File: src/design/otwc_pkg.sv
`timescale 1ns / 1ps
// ----------------------------------------------------------------------------
// otwc_pkg
// Shared constants and types of the overlapping token window chunker.
// ----------------------------------------------------------------------------
package otwc_pkg;

  localparam int unsigned TOKEN_W       = 16;
  localparam int unsigned LINE_W        = 6;
  localparam int unsigned CFG_IDX_W     = 1;
  localparam int unsigned MAX_LINES_DEF = 64;

  localparam logic [TOKEN_W-1:0] TARGET_RESET  = TOKEN_W'(512);
  localparam logic [TOKEN_W-1:0] OVERLAP_RESET = TOKEN_W'(64);

  localparam logic [CFG_IDX_W-1:0] REG_TARGET  = CFG_IDX_W'(0);
  localparam logic [CFG_IDX_W-1:0] REG_OVERLAP = CFG_IDX_W'(1);

  typedef struct packed {
    logic [TOKEN_W-1:0] target;
    logic [TOKEN_W-1:0] overlap;
  } cfg_t;

endpackage

File: src/design/otwc_ram.sv
`timescale 1ns / 1ps
// ----------------------------------------------------------------------------
// otwc_ram
// Generic single-port-write, single-port-read RAM with registered read data.
// ----------------------------------------------------------------------------
module otwc_ram #(
  parameter int unsigned WIDTH = 16,
  parameter int unsigned DEPTH = 64,
  localparam int unsigned AW   = (DEPTH > 1) ? $clog2(DEPTH) : 1
) (
  input  logic             clk_i,
  input  logic             we_i,
  input  logic [AW-1:0]    waddr_i,
  input  logic [WIDTH-1:0] wdata_i,
  input  logic [AW-1:0]    raddr_i,
  output logic [WIDTH-1:0] rdata_o
);

  logic [WIDTH-1:0] mem_q [DEPTH];
  logic [WIDTH-1:0] rdata_q;

  always_ff @(posedge clk_i) begin
    if (we_i) begin
      mem_q[waddr_i] <= wdata_i;
    end
    rdata_q <= mem_q[raddr_i];
  end

  assign rdata_o = rdata_q;

endmodule

File: src/design/otwc_cfg.sv
`timescale 1ns / 1ps
// ----------------------------------------------------------------------------
// otwc_cfg
// Configuration registers: window target and overlap budgets.
// ----------------------------------------------------------------------------
module otwc_cfg (
  input  logic                             clk_i,
  input  logic                             rst_ni,
  input  logic                             cfg_we_i,
  input  logic [otwc_pkg::CFG_IDX_W-1:0]   cfg_idx_i,
  input  logic [otwc_pkg::TOKEN_W-1:0]     cfg_wdata_i,
  output otwc_pkg::cfg_t                   cfg_o
);

  otwc_pkg::cfg_t cfg_q, cfg_d;

  always_comb begin
    cfg_d = cfg_q;
    if (cfg_we_i) begin
      unique case (cfg_idx_i)
        otwc_pkg::REG_TARGET:  cfg_d.target  = cfg_wdata_i;
        otwc_pkg::REG_OVERLAP: cfg_d.overlap = cfg_wdata_i;
        default: ;
      endcase
    end
  end

  always_ff @(posedge clk_i or negedge rst_ni) begin
    if (!rst_ni) begin
      cfg_q.target  <= otwc_pkg::TARGET_RESET;
      cfg_q.overlap <= otwc_pkg::OVERLAP_RESET;
    end else begin
      cfg_q <= cfg_d;
    end
  end

  assign cfg_o = cfg_q;

endmodule

File: src/design/otwc_walk.sv
`timescale 1ns / 1ps
// ----------------------------------------------------------------------------
// otwc_walk
// Line loader and window walker over the line store, with the result register.
// ----------------------------------------------------------------------------
module otwc_walk #(
  parameter int unsigned MAX_LINES = otwc_pkg::MAX_LINES_DEF,
  localparam int unsigned IW       = $clog2(MAX_LINES + 1),
  localparam int unsigned AW       = (MAX_LINES > 1) ? $clog2(MAX_LINES) : 1
) (
  input  logic                          clk_i,
  input  logic                          rst_ni,
  input  otwc_pkg::cfg_t                cfg_i,
  input  logic                          in_valid_i,
  output logic                          in_stall_o,
  input  logic [otwc_pkg::TOKEN_W-1:0]  line_token_count_i,
  input  logic                          final_line_i,
  output logic                          out_valid_o,
  input  logic                          out_stall_i,
  output logic [otwc_pkg::LINE_W-1:0]   window_first_line_o,
  output logic [otwc_pkg::LINE_W-1:0]   window_last_line_o,
  output logic [otwc_pkg::TOKEN_W-1:0]  window_token_total_o,
  output logic                          final_window_o,
  output logic                          lines_dropped_o,
  output logic                          ram_we_o,
  output logic [AW-1:0]                 ram_waddr_o,
  output logic [otwc_pkg::TOKEN_W-1:0]  ram_wdata_o,
  output logic [AW-1:0]                 ram_raddr_o,
  input  logic [otwc_pkg::TOKEN_W-1:0]  ram_rdata_i
);

  localparam int unsigned TW = otwc_pkg::TOKEN_W;
  localparam int unsigned LW = otwc_pkg::LINE_W;

  typedef enum logic [2:0] {
    ST_LOAD, ST_FREQ, ST_FCHK, ST_PUT, ST_BREQ, ST_BCHK
  } state_e;

  state_e        state_q, state_d;
  logic [IW-1:0] n_q, n_d, start_q, start_d, end_q, end_d, back_q, back_d;
  logic [TW-1:0] sum_q, sum_d, osum_q, osum_d;
  logic          ovf_q, ovf_d;
  logic          ov_q, ov_d;
  logic [LW-1:0] first_q, first_d, last_q, last_d;
  logic [TW-1:0] total_q, total_d;
  logic          fin_q, fin_d, drop_q, drop_d;

  logic          in_acc, out_free, is_last;
  logic [IW-1:0] end_inc, end_m1, back_m1, start_inc;
  logic [TW:0]   sum_ext, osum_ext, tgt_ext, ovl_ext;
  logic [TW-1:0] tok;

  assign in_acc    = in_valid_i && (state_q == ST_LOAD);
  assign out_free  = !ov_q || !out_stall_i;
  assign end_inc   = end_q + IW'(1);
  assign end_m1    = end_q - IW'(1);
  assign back_m1   = back_q - IW'(1);
  assign start_inc = start_q + IW'(1);
  assign is_last   = (end_q >= n_q);
  assign sum_ext   = {1'b0, sum_q} + {1'b0, ram_rdata_i};
  assign osum_ext  = {1'b0, osum_q} + {1'b0, ram_rdata_i};
  assign tgt_ext   = (cfg_i.target == '0) ? (TW + 1)'(1) : {1'b0, cfg_i.target};
  assign ovl_ext   = {1'b0, cfg_i.overlap};
  assign tok       = (line_token_count_i == '0) ? TW'(1) : line_token_count_i;

  assign ram_we_o    = in_acc && (n_q != IW'(MAX_LINES));
  assign ram_waddr_o = n_q[AW-1:0];
  assign ram_wdata_o = tok;
  assign ram_raddr_o = (state_q == ST_BREQ) ? back_m1[AW-1:0] : end_q[AW-1:0];

  always_comb begin
    state_d = state_q;
    n_d     = n_q;
    start_d = start_q;
    end_d   = end_q;
    back_d  = back_q;
    sum_d   = sum_q;
    osum_d  = osum_q;
    ovf_d   = ovf_q;
    ov_d    = ov_q;
    first_d = first_q;
    last_d  = last_q;
    total_d = total_q;
    fin_d   = fin_q;
    drop_d  = drop_q;
    if (ov_q && !out_stall_i) begin
      ov_d = 1'b0;
    end
    unique case (state_q)
      ST_LOAD: begin
        if (in_acc) begin
          if (n_q != IW'(MAX_LINES)) begin
            n_d = n_q + IW'(1);
          end else begin
            ovf_d = 1'b1;
          end
          if (final_line_i) begin
            start_d = '0;
            end_d   = '0;
            sum_d   = '0;
            state_d = ST_FREQ;
          end
        end
      end
      ST_FREQ: state_d = ST_FCHK;
      ST_FCHK: begin
        if ((end_q != start_q) && (sum_ext > tgt_ext)) begin
          state_d = ST_PUT;
        end else begin
          sum_d = sum_ext[TW-1:0];
          end_d = end_inc;
          if ((sum_ext >= tgt_ext) || (end_inc >= n_q)) begin
            state_d = ST_PUT;
          end else begin
            state_d = ST_FREQ;
          end
        end
      end
      ST_PUT: begin
        if (out_free) begin
          ov_d    = 1'b1;
          first_d = LW'(start_q);
          last_d  = LW'(end_m1);
          total_d = sum_q;
          fin_d   = is_last;
          drop_d  = ovf_q;
          if (is_last) begin
            n_d     = '0;
            ovf_d   = 1'b0;
            state_d = ST_LOAD;
          end else begin
            back_d  = end_q;
            osum_d  = '0;
            state_d = ST_BREQ;
          end
        end
      end
      ST_BREQ: begin
        if (back_q > start_q) begin
          state_d = ST_BCHK;
        end else begin
          start_d = start_inc;
          end_d   = start_inc;
          sum_d   = '0;
          state_d = ST_FREQ;
        end
      end
      ST_BCHK: begin
        if (osum_ext > ovl_ext) begin
          start_d = back_q;
          end_d   = back_q;
          sum_d   = '0;
          state_d = ST_FREQ;
        end else begin
          osum_d  = osum_ext[TW-1:0];
          back_d  = back_m1;
          state_d = ST_BREQ;
        end
      end
      default: state_d = ST_LOAD;
    endcase
  end

  always_ff @(posedge clk_i or negedge rst_ni) begin
    if (!rst_ni) begin
      state_q <= ST_LOAD;
      n_q     <= '0;
      ovf_q   <= 1'b0;
      ov_q    <= 1'b0;
    end else begin
      state_q <= state_d;
      n_q     <= n_d;
      ovf_q   <= ovf_d;
      ov_q    <= ov_d;
    end
  end

  always_ff @(posedge clk_i) begin
    start_q <= start_d;
    end_q   <= end_d;
    back_q  <= back_d;
    sum_q   <= sum_d;
    osum_q  <= osum_d;
    first_q <= first_d;
    last_q  <= last_d;
    total_q <= total_d;
    fin_q   <= fin_d;
    drop_q  <= drop_d;
  end

  assign in_stall_o           = (state_q != ST_LOAD);
  assign out_valid_o          = ov_q;
  assign window_first_line_o  = first_q;
  assign window_last_line_o   = last_q;
  assign window_token_total_o = total_q;
  assign final_window_o       = fin_q;
  assign lines_dropped_o      = drop_q;

endmodule

File: src/design/overlapping_token_window_chunker_top.sv
`timescale 1ns / 1ps
// ----------------------------------------------------------------------------
// overlapping_token_window_chunker_top
// Stores per-line token counts and, after the last line, cuts them into
// overlapping windows of whole lines, one result word per window.
//
//   channel | handshake            | payload
//   --------+----------------------+-------------------------------------------
//   in      | in_valid_i/in_stall_o| line_token_count_i, final_line_i
//   out     | out_valid_o/out_stall_i | window_first_line_o, window_last_line_o,
//           |                      | window_token_total_o, final_window_o,
//           |                      | lines_dropped_o
//   cfg     | cfg_we_i             | cfg_idx_i, cfg_wdata_i
//
// A line word is taken every cycle while loading. After the final line the
// walk reads lines forward (ST_FREQ, ST_FCHK) and back for the overlap (ST_BREQ,
// ST_BCHK), request then check as the store read is registered; ST_PUT emits
// each window, and a window whose lines all fit the overlap adds an ST_BREQ.
// The store is not cleared at reset; only lines loaded in the run are read.
// A stalled result holds; the walk keeps going until the next window is due.
// ----------------------------------------------------------------------------
module overlapping_token_window_chunker_top #(
  parameter int unsigned MAX_LINES = otwc_pkg::MAX_LINES_DEF
) (
  input  logic                             clk_i,
  input  logic                             rst_ni,
  input  logic                             cfg_we_i,
  input  logic [otwc_pkg::CFG_IDX_W-1:0]   cfg_idx_i,
  input  logic [otwc_pkg::TOKEN_W-1:0]     cfg_wdata_i,
  input  logic                             in_valid_i,
  output logic                             in_stall_o,
  input  logic [otwc_pkg::TOKEN_W-1:0]     line_token_count_i,
  input  logic                             final_line_i,
  output logic                             out_valid_o,
  input  logic                             out_stall_i,
  output logic [otwc_pkg::LINE_W-1:0]      window_first_line_o,
  output logic [otwc_pkg::LINE_W-1:0]      window_last_line_o,
  output logic [otwc_pkg::TOKEN_W-1:0]     window_token_total_o,
  output logic                             final_window_o,
  output logic                             lines_dropped_o
);

  localparam int unsigned AW = (MAX_LINES > 1) ? $clog2(MAX_LINES) : 1;

  otwc_pkg::cfg_t                cfg;
  logic                          ram_we;
  logic [AW-1:0]                 ram_waddr, ram_raddr;
  logic [otwc_pkg::TOKEN_W-1:0]  ram_wdata, ram_rdata;

  otwc_cfg u_cfg (
    .clk_i       (clk_i),
    .rst_ni      (rst_ni),
    .cfg_we_i    (cfg_we_i),
    .cfg_idx_i   (cfg_idx_i),
    .cfg_wdata_i (cfg_wdata_i),
    .cfg_o       (cfg)
  );

  otwc_ram #(
    .WIDTH (otwc_pkg::TOKEN_W),
    .DEPTH (MAX_LINES)
  ) u_store (
    .clk_i   (clk_i),
    .we_i    (ram_we),
    .waddr_i (ram_waddr),
    .wdata_i (ram_wdata),
    .raddr_i (ram_raddr),
    .rdata_o (ram_rdata)
  );

  otwc_walk #(
    .MAX_LINES (MAX_LINES)
  ) u_walk (
    .clk_i                (clk_i),
    .rst_ni               (rst_ni),
    .cfg_i                (cfg),
    .in_valid_i           (in_valid_i),
    .in_stall_o           (in_stall_o),
    .line_token_count_i   (line_token_count_i),
    .final_line_i         (final_line_i),
    .out_valid_o          (out_valid_o),
    .out_stall_i          (out_stall_i),
    .window_first_line_o  (window_first_line_o),
    .window_last_line_o   (window_last_line_o),
    .window_token_total_o (window_token_total_o),
    .final_window_o       (final_window_o),
    .lines_dropped_o      (lines_dropped_o),
    .ram_we_o             (ram_we),
    .ram_waddr_o          (ram_waddr),
    .ram_wdata_o          (ram_wdata),
    .ram_raddr_o          (ram_raddr),
    .ram_rdata_i          (ram_rdata)
  );

  a_final_starts_walk: assert property (@(posedge clk_i) disable iff (!rst_ni)
    in_valid_i && !in_stall_o && final_line_i |=> in_stall_o)
    else $error("walk did not start after final line");

  a_window_order: assert property (@(posedge clk_i) disable iff (!rst_ni)
    out_valid_o |-> window_first_line_o <= window_last_line_o)
    else $error("window ends before it starts");

  a_window_total: assert property (@(posedge clk_i) disable iff (!rst_ni)
    out_valid_o |-> window_token_total_o != '0)
    else $error("empty window total");

endmodule
File: config.mk
export PLATFORM = sky130hd
export DESIGN_NAME = overlapping_token_window_chunker_top
export DESIGN_NICKNAME = d
export VERILOG_FILES = /design/src/design/otwc_pkg.sv /design/src/design/otwc_ram.sv /design/src/design/otwc_cfg.sv /design/src/design/otwc_walk.sv /design/src/design/overlapping_token_window_chunker_top.sv
export SDC_FILE = /design/constraint.sdc
export NUM_CORES = 2
export LEC_CHECK = 0
export CORE_MARGIN = 1
export CORE_UTILIZATION = 63
export DETAILED_ROUTE_END_ITERATION = 8
export DONT_BUFFER_PORTS = 1
export PLACE_DENSITY = 0.79
export SYNTH_ARGS = -nofsm -noshare
export SYNTH_HDL_FRONTEND = slang
export SYNTH_HIERARCHICAL = 1
export SYNTH_SLANG_ARGS = --single-unit
File: constraint.sdc
create_clock -name clk_i -period 7.3 [get_ports clk_i]
set_input_delay 1.46 -clock clk_i [delete_from_list [all_inputs] [get_ports clk_i]]
set_output_delay 1.46 -clock clk_i [all_outputs]
set_load 0.03 [all_outputs]
### Word-level counts from Yosys, hierarchy flattened

Memory sizes are Yosys's and may differ from the RTL's. A register that Yosys moved wholly into a read port is not among the register bits.
Cells that the tools add are included.

| cells by class | value |
|---|---|
| add/sub/neg operators | 7 |
| order comparisons | 6 |
| eq/ne operators | 18 |
| muxes and demuxes | 48 |
| bitwise operators | 1 |
| reductions and logical operators | 25 |

Operators by type and width:

| kind | count |
|---|---|
| $mux W16 | 10 |
| $mux W7 | 12 |
| $pmux W16 S4 | 1 |
| $add A16 B16 Y17 | 2 |
| $logic_not A16 Y1 | 2 |
| $pmux W16 S2 | 1 |
| $pmux W7 S2 | 2 |
| $pmux W7 S4 | 1 |
| $add A7 B1 Y7 const B | 3 |
| $mux W3 | 7 |
| $pmux W7 S3 | 1 |
| $pmux W3 S6 | 1 |
| $ge A17 B17 Y1 | 1 |
| $gt A17 B16 Y1 | 1 |
| $gt A17 B17 Y1 | 1 |
| $reduce_and A5 Y1 | 3 |
| $ge A7 B7 Y1 | 2 |
| $ne A2 B2 Y1 const B | 7 |
| $mux W1 | 9 |
| $ne A2 B1 Y1 const B | 4 |
| $gt A7 B7 Y1 | 1 |
| $ne A7 B7 Y1 | 1 |
| $ne A7 B7 Y1 const B | 1 |
| $sub A7 B1 Y7 const B | 1 |
| other kinds (19) | 30 |

| word-level totals | value |
|---|---|
| register bits after elaboration | 127 |
| bits in writable memories | 1024 |
| bits of input ports | 39 |
| output and inout port bits | 32 |
| word-level logic and storage cells | 122 |
| memories | 1 |

Memories:

| name | words | width | rd ports | clocked after Yosys merged registers in | write ports | line | text |
|---|---|---|---|---|---|---|---|
| u_store.mem_q | 64 | 16 | 1 | 1 | 1 | otwc_ram.sv:19 | `logic [WIDTH-1:0] mem_q [DEPTH];` |

### Depth between registers and ports, before layout

| depth | value |
|---|---|
| depth in word-level cells | 7 |
| depth in mapped cells | 17 |
| gate-level depth less buffers | 17 |

### Hierarchy

The synthesis kept the hierarchy.

Modules (own cells, without submodules):

| module | times used | cells each | area an instance (sq um) |
|---|---|---|---|
| otwc_ram | 1 | 1829 | 40042.2 |
| otwc_walk | 1 | 684 | 6871.6 |
| otwc_cfg | 1 | 69 | 1255.0 |

### Least setup slack after synthesis

Ideal clock, no wire load.

| timing | value |
|---|---|
| path kind | register to register |
| start point | register u_walk.sum_q[0] |
| end point | register u_walk.end_q[0] (enable) |
| arrival | 5.513 ns |
| required time | 6.839 ns |
| slack | 1.325 ns |
| stages on the path, launching flop included | 17 |
| clock period less this slack | 5.975 ns |
| cells stage by stage | edfxtp_1 > ha_1 > fa_1 > a211oi_1 > nor2_1 > o21a_1 > a211o_1 > a21oi_1 > xnor2_1 > ha_1 > nand3_1 > or3_1 > nor3_1 > a21oi_1 > a21oi_1 > a211oi_1 > nor4_1 |

| on the way | value |
|---|---|
| word-level cells in the longest chain between the ends | 5 |

Ends and longest elaborated chain:

| what | line | text |
|---|---|---|
| start: declaration | otwc_walk.sv:41 | `logic [TW-1:0] sum_q, sum_d, osum_q, osum_d;` |
| start signal: assignment | otwc_walk.sv:182 | `sum_q <= sum_d;` |
| $add A16 B16 Y17 | otwc_walk.sv:60 | `assign sum_ext = {1'b0, sum_q} + {1'b0, ram_rdata_i};` |
| net u_walk.sum_ext[12] | otwc_walk.sv:50 | `logic [TW:0] sum_ext, osum_ext, tgt_ext, ovl_ext;` |
| $gt A17 B17 Y1 | otwc_walk.sv:107 | `if ((end_q != start_q) && (sum_ext > tgt_ext)) begin` |
| $logic_and A1 B1 Y1 | otwc_walk.sv:107 |  |
| $ne A2 B2 Y1 (no source line) | - |  |
| $reduce_and A6 Y1 (no source line) | - |  |
| end signal: assignment | otwc_walk.sv:180 | `end_q <= end_d;` |
| end: declaration | otwc_walk.sv:40 | `logic [IW-1:0] n_q, n_d, start_q, start_d, end_q, end_d, back_q, back_d;` |

The timed path passes the listed nets, and every way through them passes these cells.
A chain may end at the register's enable or synchronous reset.

### Worst setup path after layout

| timing | value |
|---|---|
| start point | register u_walk.sum_q[0] |
| end point | register u_walk.sum_q[14] (enable) |

| on the way | value |
|---|---|
| word-level cells in the longest chain between the ends | 5 |

Ends and longest elaborated chain:

| what | line |
|---|---|
| $add A16 B16 Y17 | otwc_walk.sv:60 |
| net u_walk.sum_ext[12] | otwc_walk.sv:50 |
| $gt A17 B17 Y1 | otwc_walk.sv:107 |
| $logic_and A1 B1 Y1 | otwc_walk.sv:107 |
| $ne A2 B2 Y1 (no source line) | - |
| $reduce_and A6 Y1 (no source line) | - |

The timed path passes the listed nets, and every way through them passes these cells.

==> flow_metrics.env <==
export IMPL_hold_end="u_walk/lines_dropped_o$_DFFE_PP_"
export IMPL_rr_worst_depth=17
export IMPL_status="complete, no violations"
export IMPL_cts_root_buf="clkbuf_16"
export IMPL_cp_end_kind="register"
export IMPL_dr_first_iter_drc_count=3199
export IMPL_arrival_ns=5.80
export IMPL_place_congestion=0.9367
export IMPL_core_area_sq_mm=0.07582
export IMPL_yosysWarnings=6
export IMPL_cts_tree="yes"
export IMPL_crit_type="reg2reg"
export IMPL_cts_sinks=1167
export IMPL_peakVddDrop_uv=275.4
export IMPL_maxSlewHeadroom_pct=16.99
export IMPL_setup_violations=0
export IMPL_die_area_sq_mm=0.07757
export IMPL_hold_violations=0
export IMPL_dr_pass1_iters=5
export IMPL_grt_pass1_wl_mm=164.8
export IMPL_grt_pass1_vias=25164
export IMPL_layout_cells_most_common="edfxtp_1"
export IMPL_period_needed_ns=5.449
export IMPL_floorplan_die_height_um=278.5
export IMPL_die_width_um=278.5
export IMPL_numCtsBuffers=111
export IMPL_cts_setup_buffers=0
export IMPL_wl_met1_mm=40.71
export IMPL_met3_length_mm=10.06
export IMPL_start_kind="register"
export IMPL_routedWlPerCell_um=29.98
export IMPL_reg2reg_to="u_walk/sum_q[14]$_SDFFCE_PN0P_"
export IMPL_ctsHoldBuffers=0
export IMPL_cp_max_fo=16
export IMPL_vias=25020
export IMPL_drive_gt1_share_pct=20.67
export IMPL_ys_ff_latch=1167
export IMPL_critPathRequiredTime_ns=7.65
export IMPL_fin_tns_setup_ns=0
export IMPL_clk_latency_ns=0.68
export IMPL_portBuffers=0
export IMPL_cts_max_level=3
export IMPL_antenna_found_initial=3
export IMPL_num_io_pins=71
export IMPL_std_cell_rows=101
export IMPL_synth_net_count=2714
export IMPL_wl_mm=110.8
export IMPL_hold_depth=0
export IMPL_hold_ws_ns=0.4631
export IMPL_wl_met2_mm=56.15
export IMPL_final_max_slew_violation_count=0
export IMPL_clkTransAtPathRegs_ns=0.06
export IMPL_rsz0062_at_grt="no"
export IMPL_period_share_pct=74.64
export IMPL_postSynth_topFlopCell="edfxtp_1"
export IMPL_fmax_mhz=183.5
export IMPL_timing_rr_start="u_walk/sum_q[0]$_SDFFCE_PN0P_"
export IMPL_synth_area_sq_mm=0.04817
export IMPL_maxCapViolations=0
export IMPL_top_layer="met5"
export IMPL_grt_max_degree=141
export IMPL_initial_core_util_pct=63.53
export IMPL_skew_ns=0.03123
export IMPL_synth_edf_count=1107
export IMPL_syn_to_final_growth_pct=9.354
export IMPL_vias_per_cell=6.768
export IMPL_postCtsResizedCells=0
export IMPL_ys_types=77
export IMPL_diodes=0
export IMPL_syn_inst=2582
export IMPL_gr_total_overflow=0
export IMPL_startpoint="u_walk/sum_q[0]$_SDFFCE_PN0P_"
export IMPL_powerDensity_mw_per_mm2=410.1
export IMPL_rrSetupSlack_ns=1.85
export IMPL_seq_area_frac_synth_pct=71.97
export IMPL_synth_area_per_cell_sq_um=18.66
export IMPL_grt_usage_pct=29.20
export IMPL_final_antenna_net_count=0
export IMPL_dp_hpwl_mm=66.53
export IMPL_cts_max_path_buffers=3
export IMPL_min_path_type="reg2reg"
export IMPL_drc=0
export IMPL_worst_pin_slew_ns=1.238
export IMPL_power_leakage_uw=0.01743
export IMPL_fin_nets=2757
export IMPL_hold_start="u_walk/ovf_q$_DFFE_PN0P_"
export IMPL_final_cell_mix="edfxtp_1, mux4_2, clkbuf_16"
export IMPL_synthArstFlopShare_pct=3.770
## routing by layer
| layer | up-vias | track usage [%] |
|---|---|---|
| met2 | 1469 | 48.86 |
| li1 | 10459 | - |
| met1 | 12889 | 39.29 |
| met3 | 201 | 4.903 |
| met4 | 2 | 10.17 |
| met5 | - | 0 |
## cell families (layout without fill, tap and decap cells)
group                    Yosys count  count (layout)  synth area share [%]
AND/OR/NAND/NOR                  411             411                 4.289
multiplexers                     370             370                 13.77
AO/OA/AOI/OAI                    276             276                 4.063
flip-flops                      1167            1167                 71.97
adder cells (fa/ha/maj)           93              93                 2.447
XOR/XNOR                          57              57                 1.036
buffers and inverters            208             345                 2.426
## report_power, final
part	switching, uW	leakage, uW	internal [uW]
clock	2420	0.00169	3070
combinational	4600	0.00509	3250
sequential	453	0.0107	7810
## worst max path at each step
| stage | to | slack (ns) | cells after the start |
|---|---|---|---|
| global route | u_walk/sum_q[14]$_SDFFCE_PN0P_ | 1.59 | 16 |
| global placement | u_walk/sum_q[8]$_SDFFCE_PN0P_ | 2.18 | 17 |
| floorplan | u_walk/end_q[0]$_DFFE_PP_ | 1.33 | 16 |
| finish | u_walk/sum_q[14]$_SDFFCE_PN0P_ | 1.85 | 17 |
| CTS | u_walk/sum_q[14]$_SDFFCE_PN0P_ | 1.93 | 17 |
| detailed placement | u_walk/sum_q[9]$_SDFFCE_PN0P_ | 1.98 | 17 |
## critical path, stage by stage, from the launching register on
cell      delay, ns
edfxtp_1       0.41
ha_1           0.23
fa_1           0.43
a211oi_1       0.26
nor2_1         0.14
o21a_1         0.26
a211o_1        0.27
a21oi_1        0.18
xnor2_1        0.13
ha_1           0.33
nand3_1        0.10
or3_1          0.43
nor3_1         0.36
a21oi_1        0.09
a21oi_1        0.17
a211oi_1       0.10
nor4_2         0.83
buf_4          0.40
## flip-flops by register name, indices dropped and copies added, names as in the netlist
signal and cells:
u_walk/n_q 7, u_walk/back_q 7, u_walk/lines_dropped_o 1, u_walk/ovf_q 1, u_cfg/cfg_o 32, u_walk/osum_q 16, u_store/mem_q 1024, u_walk/window_first_line_o 6
u_walk/state_q 3, u_store/rdata_o 16, u_walk/start_q 7, u_walk/window_last_line_o 6, u_walk/out_valid_o 1, u_walk/window_token_total_o 16, u_walk/sum_q 16, u_walk/end_q 7
u_walk/final_window_o 1
## cell usage after synthesis (11+ instances only)
cell      number  share of area [%]
edfxtp_1    1107                 69
mux4_2       220                 10
nor2_1       104               0.81
nand2_1       96               0.75
ha_1          91                2.4
mux2i_1       86                1.8
inv_1         66               0.51
clkbuf_1      53               0.41
mux2_2        50                1.2
a21oi_1       49               0.51
dfrtp_1       42                2.2
nand3_1       40               0.42
a22oi_1       39               0.61
o21ai_0       38               0.39
buf_2         36               0.37
nor2b_1       36               0.47
xnor2_1       35               0.64
and2_1        32               0.42
a21o_1        23               0.36
nand4_1       23               0.30
xor2_1        22               0.40
nor3_1        21               0.22
buf_6         20               0.47
a211oi_1      19               0.30
buf_4         19               0.30
a221oi_1      17               0.31
dfxtp_1       16               0.66
a31oi_1       13               0.17
nor4_1        11               0.14
## stage by stage
step                instances  utilization [%]  instance area [sq um]  power [uW]  setup slack (ns)
finish                   3697            69.47                  52670       21600             1.851
global route             3697            69.47                  52670       22480             1.586
global placement         3490            64.87                  49190       15920             2.185
CTS                      3697            69.46                  52670       21600             1.931
floorplan                2582                -                  48170       14080             1.325
detailed placement       3490            64.87                  49190       16090             1.984
## area by class of cell
| type | count | area, sq um |
|---|---|---|
| Fill cell | 4499 | 23150 |
| Inverter | 66 | 247.7 |
| Clock buffer | 139 | 2893 |
| Multi-Input combinational cell | 1207 | 12470 |
| Clock inverter | 68 | 586.8 |
| Sequential cell | 1167 | 34670 |
| Tap cell | 978 | 1224 |
| Timing Repair Buffer | 72 | 590.6 |
Note: power is estimated with default switching activity, not from simulation.
